`src/hdl/cdwp_pkg.sv`:
```
// ----------------------------------------------------------------------------
// CRC data write packer package
// Shared beat types, command encoding and constants for the write packer.
// ----------------------------------------------------------------------------
package cdwp_pkg;

   // Configuration port geometry and register indexes
   localparam int CSR_INDEX_WIDTH = 2;
   localparam int CSR_DATA_WIDTH  = 8;
   localparam logic [CSR_INDEX_WIDTH-1:0] CSR_MODULE_ENABLE = 2'd0;
   localparam logic [CSR_INDEX_WIDTH-1:0] CSR_DATA_WIDTH_REG = 2'd1;

   // Data length register and its decision points
   localparam int LEN_WIDTH = 6;
   localparam logic [LEN_WIDTH-1:0] LEN_RESET = 6'd8;
   localparam logic [LEN_WIDTH-1:0] LEN_BYTE  = 6'd8;
   localparam logic [LEN_WIDTH-1:0] LEN_HALF  = 6'd16;
   localparam logic [LEN_WIDTH-1:0] LEN_TRI   = 6'd24;

   // Access width codes
   localparam logic [1:0] ACCESS_BYTE = 2'd1;
   localparam logic [1:0] ACCESS_WORD = 2'd2;

   // Latch lane masks
   localparam logic [31:0] MASK_LO_WORD = 32'h0000_ffff;
   localparam logic [31:0] MASK_LANE1   = 32'h0000_ff00;
   localparam logic [31:0] MASK_LANE0   = 32'h0000_00ff;
   localparam logic [31:0] MASK_HI_WORD = 32'hffff_0000;
   localparam logic [31:0] MASK_LANE3   = 32'hff00_0000;
   localparam logic [31:0] MASK_LANE2   = 32'h00ff_0000;

   // Command queue geometry (depth is a power of two)
   localparam int QUEUE_DEPTH       = 2;
   localparam int QUEUE_PTR_WIDTH   = 1;
   localparam int QUEUE_COUNT_WIDTH = 2;

   // Input beat
   typedef struct packed {
      logic [1:0]  register_offset;
      logic [1:0]  write_bytes;
      logic [15:0] data_word;
   } req_type;

   // Result beat
   typedef struct packed {
      logic        push_valid;
      logic [31:0] push_value;
   } rsp_type;

   // Work for the back end
   typedef enum logic [2:0] {
      OP_NONE        = 3'd0,
      OP_PUSH_DIRECT = 3'd1,
      OP_PUSH_CLEAR  = 3'd2,
      OP_LOAD        = 3'd3,
      OP_LOAD_PUSH   = 3'd4
   } op_type;

   typedef struct packed {
      op_type      op;
      logic [31:0] mask;
      logic [31:0] data;
   } cmd_type;

endpackage

```
`src/hdl/cdwp_front.sv`:
```
// ----------------------------------------------------------------------------
// CRC data write packer front end
// Holds the configuration registers, accepts write beats and classifies
// each one into a command for the back end.
// ----------------------------------------------------------------------------
module cdwp_front (
   input  logic                                 clock,
   input  logic                                 reset,
   input  logic                                 csr_valid,
   output logic                                 csr_ready,
   input  logic [cdwp_pkg::CSR_INDEX_WIDTH-1:0] csr_index,
   input  logic [cdwp_pkg::CSR_DATA_WIDTH-1:0]  csr_data,
   input  logic                                 req_valid,
   output logic                                 req_stall,
   input  cdwp_pkg::req_type                    req_data,
   output logic                                 cmd_valid,
   input  logic                                 cmd_ready,
   output cdwp_pkg::cmd_type                    cmd_data
);
   import cdwp_pkg::*;

   logic                 enable_ff, enable_in;
   logic [LEN_WIDTH-1:0] len_ff, len_in;
   logic                 upper, hi_lane;
   logic [1:0]           bytes;
   logic [15:0]          word;

   // Configuration writes, always taken
   assign csr_ready = 1'b1;

   always_comb begin
      enable_in = enable_ff;
      len_in    = len_ff;
      if (csr_valid) begin
         case (csr_index)
            CSR_MODULE_ENABLE:  enable_in = csr_data[0];
            CSR_DATA_WIDTH_REG: len_in    = csr_data[LEN_WIDTH-1:0];
            default: ;
         endcase
      end
   end

   always_ff @(posedge clock) begin
      if (reset) begin
         enable_ff <= 1'b0;
         len_ff    <= LEN_RESET;
      end else begin
         enable_ff <= enable_in;
         len_ff    <= len_in;
      end
   end

   // Handshake passes straight to the queue
   assign cmd_valid = req_valid;
   assign req_stall = !cmd_ready;

   assign upper   = req_data.register_offset[1];
   assign hi_lane = req_data.register_offset[0];
   assign bytes   = req_data.write_bytes;
   assign word    = req_data.data_word;

   // Classify the write
   always_comb begin
      cmd_data.op   = OP_NONE;
      cmd_data.mask = '0;
      cmd_data.data = '0;
      if (!enable_ff) begin
         cmd_data.op = OP_NONE;
      end else if (len_ff <= LEN_BYTE) begin
         // short length: every write pushes
         cmd_data.op = OP_PUSH_DIRECT;
         if (bytes == ACCESS_BYTE) begin
            cmd_data.data = hi_lane ? {24'd0, word[15:8]} : {24'd0, word[7:0]};
         end else begin
            cmd_data.data = {16'd0, word};
         end
      end else if (!upper) begin
         if (len_ff <= LEN_HALF) begin
            if (bytes == ACCESS_WORD) begin
               cmd_data.op   = OP_PUSH_CLEAR;
               cmd_data.data = {16'd0, word};
            end
         end else begin
            // low half of a long value
            cmd_data.op = OP_LOAD;
            if (bytes == ACCESS_WORD) begin
               cmd_data.mask = MASK_LO_WORD;
            end else if (hi_lane) begin
               cmd_data.mask = MASK_LANE1;
            end else begin
               cmd_data.mask = MASK_LANE0;
            end
            cmd_data.data = {16'd0, word} & cmd_data.mask;
         end
      end else if (len_ff > LEN_HALF) begin
         // high half: push when the configured length is complete
         if (bytes == ACCESS_WORD) begin
            cmd_data.op   = OP_LOAD_PUSH;
            cmd_data.mask = MASK_HI_WORD;
         end else if (hi_lane) begin
            cmd_data.op   = (len_ff > LEN_TRI) ? OP_LOAD_PUSH : OP_LOAD;
            cmd_data.mask = MASK_LANE3;
         end else begin
            cmd_data.op   = (len_ff <= LEN_TRI) ? OP_LOAD_PUSH : OP_LOAD;
            cmd_data.mask = MASK_LANE2;
         end
         cmd_data.data = {word, 16'd0} & cmd_data.mask;
      end
   end

endmodule

```
`src/hdl/cdwp_queue.sv`:
```
// ----------------------------------------------------------------------------
// CRC data write packer command queue
// Short register queue between the front and back ends.
// ----------------------------------------------------------------------------
module cdwp_queue (
   input  logic              clock,
   input  logic              reset,
   input  logic              push_valid,
   output logic              push_ready,
   input  cdwp_pkg::cmd_type push_data,
   output logic              pop_valid,
   input  logic              pop_ready,
   output cdwp_pkg::cmd_type pop_data
);
   import cdwp_pkg::*;

   cmd_type                      entries_ff [QUEUE_DEPTH];
   logic [QUEUE_PTR_WIDTH-1:0]   wr_ptr_ff, wr_ptr_in;
   logic [QUEUE_PTR_WIDTH-1:0]   rd_ptr_ff, rd_ptr_in;
   logic [QUEUE_COUNT_WIDTH-1:0] count_ff, count_in;
   logic                         wr_en, rd_en;

   assign push_ready = (count_ff != QUEUE_COUNT_WIDTH'(QUEUE_DEPTH));
   assign pop_valid  = (count_ff != '0);
   assign pop_data   = entries_ff[rd_ptr_ff];

   assign wr_en = push_valid && push_ready;
   assign rd_en = pop_valid && pop_ready;

   // Pointer and fill count update
   always_comb begin
      wr_ptr_in = wr_en ? wr_ptr_ff + 1'b1 : wr_ptr_ff;
      rd_ptr_in = rd_en ? rd_ptr_ff + 1'b1 : rd_ptr_ff;
      count_in  = count_ff;
      if (wr_en && !rd_en) begin
         count_in = count_ff + 1'b1;
      end else if (rd_en && !wr_en) begin
         count_in = count_ff - 1'b1;
      end
   end

   always_ff @(posedge clock) begin
      if (reset) begin
         wr_ptr_ff <= '0;
         rd_ptr_ff <= '0;
         count_ff  <= '0;
      end else begin
         wr_ptr_ff <= wr_ptr_in;
         rd_ptr_ff <= rd_ptr_in;
         count_ff  <= count_in;
      end
   end

   // Entry storage
   always_ff @(posedge clock) begin
      if (wr_en) begin
         entries_ff[wr_ptr_ff] <= push_data;
      end
   end

endmodule

```
`src/hdl/cdwp_back.sv`:
```
// ----------------------------------------------------------------------------
// CRC data write packer back end
// Applies commands to the assembly latch and registers the result beat.
// ----------------------------------------------------------------------------
module cdwp_back (
   input  logic              clock,
   input  logic              reset,
   input  logic              cmd_valid,
   output logic              cmd_ready,
   input  cdwp_pkg::cmd_type cmd_data,
   output logic              rsp_valid,
   input  logic              rsp_stall,
   output cdwp_pkg::rsp_type rsp_data
);
   import cdwp_pkg::*;

   logic [31:0] latch_ff, latch_in;
   logic        rsp_valid_ff, rsp_valid_in;
   rsp_type     rsp_data_ff, rsp_data_in;
   logic [31:0] merged;
   logic        take;

   // Output register free or draining this cycle
   assign cmd_ready = !rsp_valid_ff || !rsp_stall;
   assign take      = cmd_valid && cmd_ready;

   assign merged = (latch_ff & ~cmd_data.mask) | cmd_data.data;

   // Latch update and result
   always_comb begin
      latch_in    = latch_ff;
      rsp_data_in = rsp_data_ff;
      if (take) begin
         rsp_data_in = '0;
         case (cmd_data.op)
            OP_PUSH_DIRECT: begin
               rsp_data_in.push_valid = 1'b1;
               rsp_data_in.push_value = cmd_data.data;
            end
            OP_PUSH_CLEAR: begin
               rsp_data_in.push_valid = 1'b1;
               rsp_data_in.push_value = cmd_data.data;
               latch_in               = '0;
            end
            OP_LOAD: begin
               latch_in = merged;
            end
            OP_LOAD_PUSH: begin
               rsp_data_in.push_valid = 1'b1;
               rsp_data_in.push_value = merged;
               latch_in               = '0;
            end
            default: ;
         endcase
      end
   end

   always_comb begin
      rsp_valid_in = rsp_valid_ff;
      if (take) begin
         rsp_valid_in = 1'b1;
      end else if (!rsp_stall) begin
         rsp_valid_in = 1'b0;
      end
   end

   always_ff @(posedge clock) begin
      if (reset) begin
         latch_ff     <= '0;
         rsp_valid_ff <= 1'b0;
      end else begin
         latch_ff     <= latch_in;
         rsp_valid_ff <= rsp_valid_in;
      end
   end

   always_ff @(posedge clock) begin
      rsp_data_ff <= rsp_data_in;
   end

   assign rsp_valid = rsp_valid_ff;
   assign rsp_data  = rsp_data_ff;

endmodule

```
`src/hdl/crc_data_write_packer_core.sv`:
```
// ----------------------------------------------------------------------------
// CRC data write packer core
// Turns byte and word writes to the two CRC data words into engine pushes.
// ----------------------------------------------------------------------------
// Usage:
//   req_*  : one beat per data write (offset, access width, 16-bit data).
//   rsp_*  : exactly one beat per write; push_valid marks a value for the
//            CRC engine, push_value is zero when nothing is pushed.
//   csr_*  : register writes (0 = module enable, 1 = data length), always
//            ready; write only while no write beat is in flight.
//   An accepted beat goes into the command queue, is taken from it by the
//   back end into the result register and shows on rsp. Throughput: one
//   beat per cycle while rsp_stall is low, set by the back end latch update.
//   A two-entry command queue sits between the classifier and the latch,
//   so req keeps flowing while a finished result waits on rsp_stall; req
//   stalls only once the queue is full.
//   Reset: module disabled, length 8, assembly latch cleared, queue and
//   output emptied.
// ----------------------------------------------------------------------------
module crc_data_write_packer_core (
   input  logic                                 clock,
   input  logic                                 reset,
   input  logic                                 csr_valid,
   output logic                                 csr_ready,
   input  logic [cdwp_pkg::CSR_INDEX_WIDTH-1:0] csr_index,
   input  logic [cdwp_pkg::CSR_DATA_WIDTH-1:0]  csr_data,
   input  logic                                 req_valid,
   output logic                                 req_stall,
   input  cdwp_pkg::req_type                    req_data,
   output logic                                 rsp_valid,
   input  logic                                 rsp_stall,
   output cdwp_pkg::rsp_type                    rsp_data
);
   import cdwp_pkg::*;

   logic    fq_valid, fq_ready;
   cmd_type fq_data;
   logic    qb_valid, qb_ready;
   cmd_type qb_data;

   // Classifier
   cdwp_front u_front (
      .clock     (clock),
      .reset     (reset),
      .csr_valid (csr_valid),
      .csr_ready (csr_ready),
      .csr_index (csr_index),
      .csr_data  (csr_data),
      .req_valid (req_valid),
      .req_stall (req_stall),
      .req_data  (req_data),
      .cmd_valid (fq_valid),
      .cmd_ready (fq_ready),
      .cmd_data  (fq_data)
   );

   // Command queue
   cdwp_queue u_queue (
      .clock      (clock),
      .reset      (reset),
      .push_valid (fq_valid),
      .push_ready (fq_ready),
      .push_data  (fq_data),
      .pop_valid  (qb_valid),
      .pop_ready  (qb_ready),
      .pop_data   (qb_data)
   );

   // Latch and result register
   cdwp_back u_back (
      .clock     (clock),
      .reset     (reset),
      .cmd_valid (qb_valid),
      .cmd_ready (qb_ready),
      .cmd_data  (qb_data),
      .rsp_valid (rsp_valid),
      .rsp_stall (rsp_stall),
      .rsp_data  (rsp_data)
   );

endmodule

```
`config.mk`:
```
export PLATFORM = sky130hd
export DESIGN_NAME = crc_data_write_packer_core
export DESIGN_NICKNAME = d
export VERILOG_FILES = /design/src/hdl/cdwp_pkg.sv /design/src/hdl/cdwp_front.sv /design/src/hdl/cdwp_queue.sv /design/src/hdl/cdwp_back.sv /design/src/hdl/crc_data_write_packer_core.sv
export SDC_FILE = /design/constraint.sdc
export NUM_CORES = 1
export LEC_CHECK = 0
export ABC_CLOCK_PERIOD_IN_PS = 4500
export BUFFER_PORTS_ARGS = -buffer_cell sky130_fd_sc_hd__buf_4
export CAP_MARGIN = 20
export CORE_MARGIN = 3
export CORE_UTILIZATION = 25
export CTS_BUF_LIST = sky130_fd_sc_hd__clkbuf_8
export CTS_CLUSTER_SIZE = 14
export DETAILED_ROUTE_END_ITERATION = 10
export PLACE_DENSITY = 0.49
export RECOVER_POWER = 25
export SLEW_MARGIN = 20
export SYNTH_ARGS = -nofsm -noshare
export SYNTH_HDL_FRONTEND = slang
export SYNTH_SLANG_ARGS = --single-unit
```
`constraint.sdc`:
```
create_clock -name clock -period 4.5 [get_ports clock]
set_input_delay 0.9 -clock clock [delete_from_list [all_inputs] [get_ports clock]]
set_output_delay 0.9 -clock clock [all_outputs]
set_load 0.03 [all_outputs]
```
== After elaboration in Yosys (flattened, before gate mapping) ==
Memory sizes are Yosys's and may differ from the RTL's. A register that Yosys moved wholly into a read port is not among the register bits.
Cells that the tools add are included.

* Memories kept: 1
* Register bits: 77
* Output and inout bits: 36
* RAM bits: 134

* Bitwise logic cells: 5
* Muxes and demuxes: 38
* Equality and inequality tests: 9
* Reduce and logical (&&, ||, !) cells: 19
* Add/sub/neg operators: 4
* $lt $le $gt $ge: 5

{| class="wikitable"
|+ Memories
! name !! words !! width !! rd ports !! clocked after memory_dff !! write ports !! RTL line !! source
|-
| u_queue.entries_ff || 2 || 67 || 1 || 1 || 1 || cdwp_queue.sv:17 || <nowiki>cmd_type entries_ff [QUEUE_DEPTH];</nowiki>
|}

{| class="wikitable"
|+ Operators by type and width
! operator !! number
|-
| 2-to-1 mux 32 bit || 9
|-
| 2-to-1 mux 35 bit || 6
|-
| 2-to-1 mux 67 bit || 2
|-
| case mux 33 bit (2 select lines) || 1
|-
| bitwise AND 32 bit || 2
|-
| 2-to-1 mux 64 bit || 1
|-
| case mux 32 bit (2 select lines) || 1
|-
| 2-to-1 mux 16 bit || 3
|-
| bitwise AND 16 x 32 -> 32 bit || 1
|-
| inverter 32 bit || 1
|-
| OR 32 bit || 1
|-
| > comparator 6 x 5 -> 1 bit, second input constant || 2
|-
| <= comparator 6 x 5 -> 1 bit, second input constant || 2
|-
| 2-to-1 mux 3 bit || 4
|-
| 2-to-1 mux 2 bit || 4
|-
| 2-to-1 mux 8 bit || 1
|-
| equality test 3 x 2 -> 1 bit, second input constant || 2
|-
| <= comparator 6 x 4 -> 1 bit, second input constant || 1
|-
| 2-to-1 mux 1 bit || 6
|-
| AND reduction 2 bit || 3
|-
| nonzero test 2 bit || 3
|-
| zero test 1 bit || 5
|-
| equality test 2 x 1 -> 1 bit, second input constant || 2
|-
| logical AND 1 bit || 4
|-
| 11 further kinds || 13
|}

== Longest topological paths before layout ==
Gate-level depths: netlist of run 1.

* Depth after elaboration: 13
* Mapped depth: 7
* Gate-level depth less buffers: 7

== Modules after synthesis ==
A second synthesis of run 1 with hierarchy kept.

* Cells, all modules: 735
* Area total of the unflattened synthesis: 9562.9 um^2

{| class="wikitable"
|+ By module, submodules not included
! module !! cells an instance !! times used !! sequential area each (um^2) !! area each (um^2)
|-
| cdwp_queue || 232 || 1 || 4124.0 || 5057.4
|-
| cdwp_back || 365 || 1 || 1651.6 || 3487.1
|-
| cdwp_front || 138 || 1 || 140.1 || 1018.5
|}

== Least setup slack after synthesis of run 1 ==
OpenSTA, ideal clock, no wires.

* Path type: input to register
* Start point: in req_valid
* End point: mem u_queue.entries_ff[0][0] (netlist name) (enable)
* Data required time: 4065 ps
* Cell stages on the path: 2
* Arrival time: 2630 ps
* Setup time: 435 ps
* Path buffers: 0
* Setup slack: 1435 ps
* Path through: nand2_1 > nor2_1

* Cells in the longest elaborated chain, start to end: 3

{| class="wikitable"
|+ RTL lines
! what !! RTL line !! source
|-
| from (decl) || crc_data_write_packer_core.sv:27 || <nowiki>input logic req_valid,</nowiki>
|-
| logical AND 1 bit || cdwp_queue.sv:27 || <nowiki>assign wr_en = push_valid && push_ready;</nowiki>
|-
| 2-to-1 mux 1 bit || cdwp_queue.sv:56 || <nowiki>if (wr_en) begin</nowiki>
|-
| 2-to-1 mux 1 bit (implied by the code) || cdwp_queue.sv:57 || <nowiki>entries_ff[wr_ptr_ff] <= push_data;</nowiki>
|-
| to (decl) || cdwp_queue.sv:17 ||
|}

No other way between the ends.

== Worst setup path after layout of run 1 ==
* Start point: reg u_queue.count_ff[0]
* End point: mem u_queue.entries_ff[1][6] (netlist name) (enable)

* Cells in the longest elaborated chain, start to end: 4

{| class="wikitable"
|+ RTL lines
! what !! RTL line !! source
|-
| from (decl) || cdwp_queue.sv:20 || <nowiki>logic [QUEUE_COUNT_WIDTH-1:0] count_ff, count_in;</nowiki>
|-
| from (signal assigned) || cdwp_queue.sv:50 || <nowiki>count_ff <= count_in;</nowiki>
|-
| inequality test 2 bit || cdwp_queue.sv:23 || <nowiki>assign push_ready = (count_ff != QUEUE_COUNT_WIDTH'(QUEUE_DEPTH));</nowiki>
|-
| logical AND 1 bit || cdwp_queue.sv:27 ||
|-
| 2-to-1 mux 1 bit || cdwp_queue.sv:56 ||
|-
| 2-to-1 mux 1 bit (implied by the code) || cdwp_queue.sv:57 ||
|}

No other way between the ends.

==> summary.txt, run 1 <==
max_cap viols: 1
crit-path max cell delay: 1730 ps
Fin Setup TNS: 0 ps
Slew Viols, Final: 40
Worst EP required: 4500 ps
worst hold margin: 469 ps
Mapped Area: 0.00637 mm^2
Wirelength per Cell: 16.5 um
HP Class: flop to flop
Worst R2R Path Depth: 3
final WL: 14.3 mm
Clock Sink Count: 156
Die Y: 166 um
die area: 0.0274 mm^2
GRT Overall Usage: 10.4%
Clk Latency, worst-skew pair: 440 ps
clock buffer depth: 2
Setup crit start kind: flop
total number of vias: 3909
Fin. Hold Viols: 0
kind of end point of the critical path: flop
Synth Instances: 455
R2R setup slack: 1520 ps
num ports: 71
endpoints failing setup: 0
critical path peak fanout: 39
Worst Skew: 17.8 ps
critical path depth: 3
area growth from synthesis to layout: 19.4%
Buffers on Ports: 67
CP Class: flop to flop
Lkg Pwr: 0.00267 uW
largest net degree at the start of global routing: 40
Overflow after GRT: 0
asr flop ratio synth: 0%
starting density of the core: 25.8%
CP top delay family: buffers and inverters
RR Startpoint: u_queue.count_ff[0]
number of global-route vias before repair: 4000
die width: 166 um
slowest CP cell: clkbuf_1
min Tclk post-route: 2980 ps
post-route antenna net violation count: 0
Yosys cell types: 49
Post-synth EDFFs: 111
drt pass-1 iters: 4
Clock transition at path regs: 90 ps
Max-slew headroom: -63.5%
Setup Buffers After CTS: 0
fin crit share: 66.2%
area of the core: 0.0247 mm^2
Worst Tran Pin Value: 2450 ps
crit path buf inv count: 1
number of inserted diodes: 0
drt via density: 4.51
synth warn: 0
CP Cell Sequence: nand2b_1 > and3_1 > clkbuf_1
Critical Path Sink: u_queue.entries_ff[1][6]
std cell rows: 57
worst vdd ir: 0.228 mV
antenna violations before repair: 0
flops & latches, synth: 156
unrepaired setup endpoints after global routing: no
Layout Nets: 565
crit path DAT: 2980 ps
worst reg2reg endpoint: u_queue.entries_ff[1][6]
fin area: 0.00761 mm^2
post-synthesis sequential area ratio: 66.5%
CTS tree: yes
main flop type after synthesis: edfxtp_1
fmax: 336 MHz
htree depth: 4
Post-CTS Resized: 0
CTS Root Cell: clkbuf_8
pwr/cell area: 598 mW/mm^2
violated checks: max-capacitance violations, max-slew violations
status: complete, but fails checks
cts hold-fix bufs: 0
Avg Inst Size Synth: 14.0 um^2
first-pass GRT wire length: 22.4 mm
Inserted Clock Buffers: 17
Synth Net Count: 491
Post-DP HPWL: 9.93 mm
DRT iter0 DRCs: 282
DP Area: 0.00723 mm^2
CP startpoint: u_queue.count_ff[0]
share of layout cells above drive strength 1: 22.0%
DR DRC count: 0
RD Place Congestion: 0.802
[where the power goes]
group	switching [uW]	internal, uW
Combinational	932	466
Sequential	169	1940
Clock	567	476
Total	1670	2880
[synthesized netlist by cell type (all sizes together), types with 2 or more instances]
cell type / number / area, um^2
nand2b: 8 / 50.1
a221oi: 4 / 35.0
o2bb2ai: 33 / 289
o21bai: 2 / 15.0
nor2: 23 / 86.3
and3: 9 / 56.3
and2: 27 / 169
buf: 14 / 100
o31ai: 5 / 57.6
nand2: 34 / 128
nor3: 3 / 15.0
mux2i: 40 / 413
xnor2: 2 / 17.5
o32ai: 5 / 119
a21oi: 34 / 170
or3b: 4 / 37.5
a221o: 8 / 80.1
nor2b: 2 / 12.5
o211ai: 2 / 15.0
inv: 8 / 30.0
and3b: 4 / 35.0
a211oi: 2 / 20.0
o21ai: 4 / 20.0
clkbuf: 4 / 15.0
dfxtp: 45 / 901
edfxtp: 111 / 3330
nand3b: 3 / 22.5
xor2: 4 / 35.0
[metrics by stage]
step | setup slack (ps) | cells | util (%) | total power, uW
detailed placement | 1810 | 834 | 29.3 | 3580
CTS | 1780 | 866 | 30.9 | 4620
floorplan | 1430 | 455 | - | 3050
finish | 1520 | 866 | 30.8 | 4550
global placement | 1740 | 834 | 29.3 | 3540
global route | 1260 | 866 | 30.8 | 4790
[flip-flops by register name, summed over array words and instances (netlist names), named ones only]
| signal | count |
|---|---|
| u_front.enable_ff | 1 |
| u_queue.wr_ptr_ff | 1 |
| u_queue.entries_ff | 78 |
| u_front.len_ff | 6 |
| u_back.latch_ff | 32 |
| u_back.rsp_valid | 1 |
| u_back.rsp_data | 33 |
| u_queue.count_ff | 2 |
| u_queue.rd_ptr_ff | 1 |
[kinds of logic (layout without fill, tap and decap cells)]
| group | count (synthesis) | in the layout | share of synthesized area [%] |
|---|---|---|---|
| buffers and inverters | 26 | 113 | 2.28 |
| XOR/XNOR | 6 | 6 | 0.825 |
| AND/OR/NAND/NOR | 120 | 120 | 9.98 |
| other | 1 | 1 | 0.0589 |
| adder cells (fa/ha/maj) | 1 | 1 | 0.196 |
| AO/OA/AOI/OAI | 105 | 105 | 13.7 |
| multiplexers | 40 | 40 | 6.48 |
| flip-flops | 156 | 156 | 66.5 |
[placed cells by master (no fill, tap or decap), types with 3 or more instances in the layout]
master and n:
edfxtp_1 111, o32ai_4 4, mux2i_1 39, nor3_1 3, a21oi_1 34, nand2b_1 8, and2_1 25, inv_6 3
nand2_1 34, clkbuf_1 3, dfxtp_1 44, inv_1 8, xor2_1 4, o31ai_2 4, nor2_1 23, o2bb2ai_1 33
a221oi_1 4, and3b_1 4, nand3b_1 3, and3_1 9, buf_4 68, clkbuf_8 18, a221o_1 8, o21ai_0 3
inv_8 5
[final cells by class]
class                   instances  area (um^2)
fillers                      2505        17100
flip-flops and latches        156         4240
multi-input cells             273         2000
repair buffers                 73          537
well taps                     324          405
clock buffers                  18          248
clock inverters                14          150
inverters                       8         30.0
[worst min path at each step]
stage	cells past startpoint	to	slack (ps)	start
3_3_place_gp	1	u_back.latch_ff[28]	440	u_back.latch_ff[28]
6_report	1	u_back.latch_ff[15]	470	u_back.latch_ff[15]
3_5_place_dp	1	u_back.latch_ff[8]	450	u_back.latch_ff[8]
2_1_floorplan	1	u_back.latch_ff[0]	430	u_back.latch_ff[0]
4_1_cts	1	u_back.latch_ff[8]	470	u_back.latch_ff[8]
5_1_grt	1	u_back.latch_ff[25]	490	u_back.latch_ff[25]
[worst register-to-register path: stages, from the launching register on]
cell      delay [ps]
dfxtp_1          430
nand2b_1         180
and3_1           160
clkbuf_1        1730
[per-layer routing]
layer  vias to the layer above  track usage [%]  wire (um)
met5                         -                0          0
met1                      1915             13.8       6640
met3                        12             3.05        702
met4                         0             2.97        170
met2                        95             16.7       6780
li1                       1887                -          -
Note: power is estimated with default switching activity, not from simulation.
==> run 2, diff against run 1 <==
--- a/config.mk
+++ b/config.mk
@@ -5,7 +5,8 @@
 export SDC_FILE = /design/constraint.sdc
 export NUM_CORES = 1
 export LEC_CHECK = 0
-export ABC_CLOCK_PERIOD_IN_PS = 4500
+export ABC_AREA = 1
+export ABC_CLOCK_PERIOD_IN_PS = 2700
 export BUFFER_PORTS_ARGS = -buffer_cell sky130_fd_sc_hd__buf_4
 export CAP_MARGIN = 20
 export CORE_MARGIN = 3
@@ -13,7 +14,7 @@
 export CTS_BUF_LIST = sky130_fd_sc_hd__clkbuf_8
 export CTS_CLUSTER_SIZE = 14
 export DETAILED_ROUTE_END_ITERATION = 10
-export PLACE_DENSITY = 0.49
+export PLACE_DENSITY = 0.5
 export RECOVER_POWER = 25
 export SLEW_MARGIN = 20
 export SYNTH_ARGS = -nofsm -noshare
==> constraint.sdc (replaced) <==
create_clock -name clock -period 2.7 [get_ports clock]
set_input_delay 0.54 -clock clock [delete_from_list [all_inputs] [get_ports clock]]
set_output_delay 0.54 -clock clock [all_outputs]
set_load 0.03 [all_outputs]
==> run 2 against run 1 <==
  * The run now ends clean
  * Hold slack got worse by 170 ps
  * Clock skew increased by 1.4 ps
  * Cell count increased by 27%
  * Largest cell class unchanged
  * Non-clock buffer count increased by 8
  * Largest power group unchanged
==> summary.txt, run 2 <==
max_cap viols: 0 (-1)
main flop type after synthesis: edfxtp_1
Max-slew headroom: 22.2% (+86 points)
Top reg by flops: u_queue.entries_ff
HP Class: input pin to flop
die area: 0.0295 mm^2 (+7.6%)
pwr/cell area: 1000 mW/mm^2 (+67%)
Slew Viols, Final: 0 (-100%)
die width: 172 um (+3.7%)
std cell rows: 60 (+5.3%)
Seq pwr share: 43.3% (-3.0 points)
Worst EP required: 2670 ps (-1830 ps)
cts hold-fix bufs: 0 (unchanged)
cell taking the most area after synthesis: edfxtp_1
number of global-route vias before repair: 4598 (+15%)
top-area cell type share of the netlist area: 48.5% (-3.8 points)
largest net degree at the start of global routing: 40 (unchanged)
GRT Overall Usage: 11.5% (+1.0 points)
post-route antenna net violation count: 0 (unchanged)
Wirelength per Cell: 15.0 um (-9.3%)
fmax: 456 MHz (+36%)
htree depth: 4 (unchanged)
Setup Buffers After CTS: 0 (unchanged)
num ports: 71 (unchanged)
antenna violations before repair: 3 (+3)
Sw Share: 41.3% (+4.7 points)
Layout Nets: 782 (+38%)
Clock Sink Count: 156 (unchanged)
commonest non-fill, non-tap cell in the layout: edfxtp_1
CP Cell Sequence: inv_1 > o21ai_0 > nor2_4 > clkbuf_2
DP Worst Slack: 617 ps (-1190 ps)
DRT iter0 DRCs: 287 (+1.8%)
Critical Path Sink: u_queue.entries_ff[1][27]
drt via density: 4.35 (-3.6%)
kind of end point of the critical path: flop
CP Class: flop to flop
DP Area: 0.00778 mm^2 (+7.7%)
Worst R2R Path Depth: 4 (+1)
asr flop ratio synth: 0% (unchanged)
Die Y: 172 um (+3.7%)
cells taking the most area after synthesis: edfxtp_1 48%, dfxtp_1 13%, nand2_1 5.9%, inv_1 5.6%, mux2i_1 4.5%
worst hold margin: 302 ps (-167 ps)
Clk Latency, worst-skew pair: 460 ps (+20 ps)
clock power share: 20.6% (-2.3 points)
crit path DAT: 2160 ps (-820 ps)
clock buffer depth: 2 (unchanged)
R2R setup slack: 510 ps (-1020 ps)
Buffers on Ports: 67 (unchanged)
slowest CP cell: clkbuf_2
Post-DP HPWL: 10.7 mm (+7.5%)
drt pass-1 iters: 5 (+1)
critical path peak fanout: 39 (unchanged)
Lkg Pwr: 0.00291 uW (+9.0%)
Synth Net Count: 709 (+44%)
CTS Root Cell: clkbuf_8
Design Power: 8010 uW (+76%)
status: finished clean
Post-CTS Resized: 0 (unchanged)
Mapped Area: 0.00687 mm^2 (+7.9%)
commonest non-fill, non-tap cells in the layout: 111 x edfxtp_1, 108 x nand2_1, 104 x inv_1
fin crit share: 81.3% (+15 points)
Clock transition at path regs: 90 ps (about the same)
area of the core: 0.0270 mm^2 (+9.2%)
CTS tree: yes
Worst Slack Setup Final: 505 ps (-1020 ps)
Worst Skew: 19.2 ps (+1.40 ps)
worst vdd ir: 0.445 mV (+95%)
worst reg2reg endpoint: u_queue.entries_ff[1][27]
Post-synth EDFFs: 111 (unchanged)
final WL: 16.5 mm (+15%)
Overflow after GRT: 0 (unchanged)
Avg Inst Size Synth: 10.2 um^2 (-27%)
most frequent cell after synthesis: edfxtp_1
endpoints failing setup: 0 (unchanged)
Yosys cell types: 28 (-43%)
flops & latches, synth: 156 (unchanged)
DR DRC count: 0 (unchanged)
Fin Setup TNS: 0 ps (unchanged)
CP startpoint: u_queue.count_ff[1]
min Tclk post-route: 2190 ps (-785 ps)
synth warn: 0 (unchanged)
Synth Instances: 673 (+48%)
RR Startpoint: u_queue.count_ff[1]
RD Place Congestion: 0.789 (-1.6%)
Fin. Hold Viols: 0 (unchanged)
first-pass GRT wire length: 25.4 mm (+13%)
post-synthesis sequential area ratio: 61.6% (-4.9 points)
Inserted Clock Buffers: 17 (unchanged)
most frequent cells after synthesis: 111 x edfxtp_1, 108 x nand2_1, 103 x inv_1
share of layout cells above drive strength 1: 17.3% (-4.7 points)
internal power: 4700 uW (+63%)
max reg flops: 78 (unchanged)
number of inserted diodes: 0 (unchanged)
Comb power frac: 36.1% (+5.4 points)
fin area: 0.00800 mm^2 (+5.1%)
net load switching power: 3310 uW (+98%)
area growth from synthesis to layout: 16.4%
Worst Tran Pin Value: 1170 ps (-1280 ps)
starting density of the core: 25.5% (-0.32 points)
unrepaired setup endpoints after global routing: no
crit-path max cell delay: 640 ps (-1090 ps)
total number of vias: 4786 (+22%)
Setup crit start kind: flop
run 2: cell types whose count changed after synthesis, moves of 15 or more:
cell / delta
nand2_1: +74
o21ai_0: +55
o22ai_1: +32
nor3_1: +15
o2bb2ai_1: -33
a21oi_2: +21
inv_1: +95
and2_1: -26
nand2_2: +21
run 2: worst max-delay path: cells and delay by family, from the launching register on:
family / cells / cell delay [ps]
AO/OA/AOI/OAI: 1 / 600
AND/OR/NAND/NOR: 1 / 40
flip-flops: 1 / 340
buffers and inverters: 2 / 710
run 2: cell families after synthesis:
family | share of synthesized area (%)
and+or+nand+nor | 12.8
DFF | 61.6
AOI/OAI and AO/OA | 12.4
buffers and inverters | 8.39
muxes | 4.51
adders and majority gates | 0.182
other | 0.0546
xor gates and xnor gates | 0.127
run 2: worst min path at each step:
stage	from	to	slack [ps]	cells past startpoint
4_1_cts	csr_data[3]	u_front.len_ff[3]	270	3
6_report	csr_data[3]	u_front.len_ff[3]	300	3
3_3_place_gp	u_queue.rd_ptr_ff	flop	420	1
3_5_place_dp	u_queue.rd_ptr_ff	flop	440	1
2_1_floorplan	u_queue.rd_ptr_ff	flop	430	1
5_1_grt	csr_data[3]	u_front.len_ff[3]	280	3
run 2: layout make-up:
type | instances | area (um^2)
flip-flops and latches | 156 | 4240
clock buffers | 17 | 234
inverters | 110 | 413
multi-input cells | 380 | 2080
clock inverters | 15 | 135
well taps | 341 | 427
fillers | 2770 | 19000
repair buffers | 81 | 477
run 2: routing by layer:
| layer | global-route usage, % | share of wire (%) | up-vias |
|---|---|---|---|
| met3 | 4.00 | 6.8 | 23 |
| met4 | 3.92 | 2.0 | 6 |
| li1 | - | - | 2418 |
| met2 | 17.6 | 43 | 122 |
| met5 | 0 | 0.24 | - |
| met1 | 15.2 | 48 | 2217 |
run 2: stage by stage:
stage                     std cells  utilization, %
after global routing           1100            29.7
after CTS                      1100            30.3
after detailed placement       1068            28.9
final                          1100            29.7
after global placement         1068            28.9
after floorplan                 673               -
run 2: power groups by stage:
stage | clock network (uW) | logic [uW] | registers [uW]
floorplan | 0 | 1610 | 4030
CTS | 1710 | 3160 | 3480
global placement | 0 | 3140 | 3530
finish | 1650 | 2890 | 3470
global route | 1810 | 3170 | 3530
detailed placement | 0 | 3150 | 3540
==> run 3, diff against run 2 <==
--- a/config.mk
+++ b/config.mk
@@ -6,7 +6,7 @@
 export NUM_CORES = 1
 export LEC_CHECK = 0
 export ABC_AREA = 1
-export ABC_CLOCK_PERIOD_IN_PS = 2700
+export ABC_CLOCK_PERIOD_IN_PS = 2100
 export BUFFER_PORTS_ARGS = -buffer_cell sky130_fd_sc_hd__buf_4
 export CAP_MARGIN = 20
 export CORE_MARGIN = 3
@@ -14,7 +14,7 @@
 export CTS_BUF_LIST = sky130_fd_sc_hd__clkbuf_8
 export CTS_CLUSTER_SIZE = 14
 export DETAILED_ROUTE_END_ITERATION = 10
-export PLACE_DENSITY = 0.5
+export PLACE_DENSITY = 0.48
 export RECOVER_POWER = 25
 export SLEW_MARGIN = 20
 export SYNTH_ARGS = -nofsm -noshare
==> constraint.sdc (replaced) <==
create_clock -name clock -period 2.1 [get_ports clock]
set_input_delay 0.42 -clock clock [delete_from_list [all_inputs] [get_ports clock]]
set_output_delay 0.42 -clock clock [all_outputs]
set_load 0.03 [all_outputs]
==> run 3 against run 2 <==
  * Cell count rose by 1.3%
  * Non-clock buffer count rose by 14
  * Combinational power rose by 37%
  * Utilization rose by 0.91 points
  * First-iteration DRC count rose by 13%
  * Clock skew fell by 6.5 ps
  * Routed wire length rose by 1.3%
  * Register-to-register slack got worse by 190 ps
  * Maximum frequency rose by 23%
  * Setup slack got worse by 190 ps
  * Largest power group unchanged
  * Highest routed layer is now met4
==> summary.txt, run 3 (synthesized netlist as in run 2, its figures left out) <==
status: finished clean
die area: 0.0295 mm^2 (unchanged)
cts hold-fix bufs: 0 (unchanged)
clock buffer depth: 2 (unchanged)
share of layout cells above drive strength 1: 19.4% (+2.1 points)
Fin. Hold Viols: 0 (unchanged)
starting density of the core: 25.5% (unchanged)
final WL: 16.7 mm (+1.3%)
Setup Buffers After CTS: 0 (unchanged)
Post-CTS Resized: 0 (unchanged)
DRT iter0 DRCs: 325 (+13%)
largest net degree at the start of global routing: 40 (unchanged)
Hold Path Origin: csr_data[1]
critical path peak fanout: 12 (-69%)
Overflow after GRT: 0 (unchanged)
cell mode on critical path: nand2_1
num ports: 71 (unchanged)
Inserted Clock Buffers: 17 (unchanged)
worst reg2reg endpoint: u_back.latch_ff[7]
GRT Overall Usage: 11.6% (+0.071 points)
kind of end point of the critical path: flop
R2R setup slack: 310 ps (-190 ps)
Worst R2R Path Depth: 9 (+5)
endpoints failing setup: 0 (unchanged)
htree depth: 4 (unchanged)
critical path depth: 9 (+5)
Clk Latency, worst-skew pair: 450 ps (about the same)
Clock transition at path regs: 90 ps (about the same)
commonest non-fill, non-tap cells in the layout: 111 x edfxtp_1, 108 x nand2_1, 104 x inv_1
first-pass GRT wire length: 25.4 mm (+0.19%)
Critical Path Sink: u_back.latch_ff[7]
unrepaired setup endpoints after global routing: no
number of inserted diodes: 0 (unchanged)
Setup crit start kind: flop
Worst Tran Pin Value: 630 ps (-537 ps)
area of the core: 0.0270 mm^2 (unchanged)
CTS Root Cell: clkbuf_8
CP Cell Sequence: inv_2 > nand2_1 > nand2_1 > nand3_2 > nand2_4 > nand2_4 > buf_4 > nand2_1 > a21oi_2
Fin Setup TNS: 0 ps (unchanged)
fin crit share: 85.0% (+3.7 points)
area growth from synthesis to layout: 20.0%
met1 Use GR: 16.1% (+0.91 points)
crit-path max cell delay: 380 ps (-260 ps)
Post-DP HPWL: 11.4 mm (+7.2%)
Die Y: 172 um (unchanged)
Clock Sink Count: 156 (unchanged)
DP Area: 0.00795 mm^2 (+2.2%)
Worst EP required: 2430 ps (-240 ps)
commonest non-fill, non-tap cell in the layout: edfxtp_1
drt via density: 4.30 (-1.3%)
met2 Use GR: 17.7% (+0.14 points)
CP Class: flop to flop
DR DRC count: 0 (unchanged)
CTS tree: yes
GRT busiest layer: met2
drt pass-1 iters: 4 (-1)
Lkg Pwr: 0.00305 uW (+4.6%)
Layout Nets: 796 (+1.8%)
Buffers on Ports: 67 (unchanged)
HP Class: input pin to flop
post-route antenna net violation count: 0 (unchanged)
fmax: 560 MHz (+23%)
max reg flops: 78 (unchanged)
total number of vias: 4785 (-0.021%)
pwr/cell area: 1310 mW/mm^2 (+31%)
RD Place Congestion: 0.774 (-2.0%)
Top reg by flops: u_queue.entries_ff
std cell rows: 60 (unchanged)
slowest CP cell: dfxtp_2
Wirelength per Cell: 15.0 um (about the same)
fin area: 0.00824 mm^2 (+3.1%)
CP top delay family: simple AND/OR/NAND/NOR gates
number of global-route vias before repair: 4449 (-3.2%)
antenna violations before repair: 0 (-3)
crit path DAT: 2120 ps (-40 ps)
GRT met3 Usage: 3.31% (-0.69 points)
crit path buf inv count: 2 (unchanged)
Slew Viols, Final: 0 (unchanged)
worst vdd ir: 0.500 mV (+12%)
min Tclk post-route: 1790 ps (-409 ps)
die width: 172 um (unchanged)
max_cap viols: 0 (unchanged)
Worst Skew: 12.7 ps (-6.55 ps)
Max-slew headroom: 58.0% (+36 points)
[run 3: worst reg2reg max path, stage by stage, from the launching register on]
cell     delay [ps]
dfxtp_2         380
inv_2           170
nand2_1          70
nand2_1         120
nand3_2         320
nand2_4         180
nand2_4          70
buf_4           200
nand2_1         110
a21oi_2          60
[run 3: area by class of cell]
cell class,count,area (um^2)
flip-flops and latches,156,4240
repair buffers,95,662
fillers,2780,18700
clock inverters,14,183
clock buffers,18,248
multi-input cells,380,2080
inverters,110,413
well taps,341,427
[run 3: worst min-delay path by stage]
stage / depth (start not counted) / to / slack (ps)
2_1_floorplan: 1 / flop / 430
3_3_place_gp: 1 / u_queue.rd_ptr_ff / 440
3_5_place_dp: 1 / flop / 440
4_1_cts: 3 / u_front.len_ff[1] / 160
5_1_grt: 3 / u_front.len_ff[1] / 150
6_report: 3 / u_front.len_ff[1] / 190
[run 3: metrics by stage]
step           hold WS [ps]  utilization [%]  power [uW]  cells  setup WS (ps)
2_1_floorplan           426                -        7240    673           53.1
3_3_place_gp            438             29.5        8810   1082            277
3_5_place_dp            444             29.5        8830   1082            279
4_1_cts                 155             31.1       11300   1114            298
5_1_grt                 153             30.6       11500   1114            154
6_report                189             30.6       10800   1114            314
[run 3: metal layers]
layer  vias up  wire length (um)
met2        88              7710
met1      2252              8230
li1       2441                 -
met4         0                81
met5         -                 0
met3         4               660
[run 3: power by group]
group / leakage (uW) / internal (uW) / total, uW / switching, uW
registers: 0.00145 / 4210 / 4430 / 218
clock network: 0.000206 / 1230 / 2420 / 1190
logic: 0.00140 / 1160 / 3970 / 2810
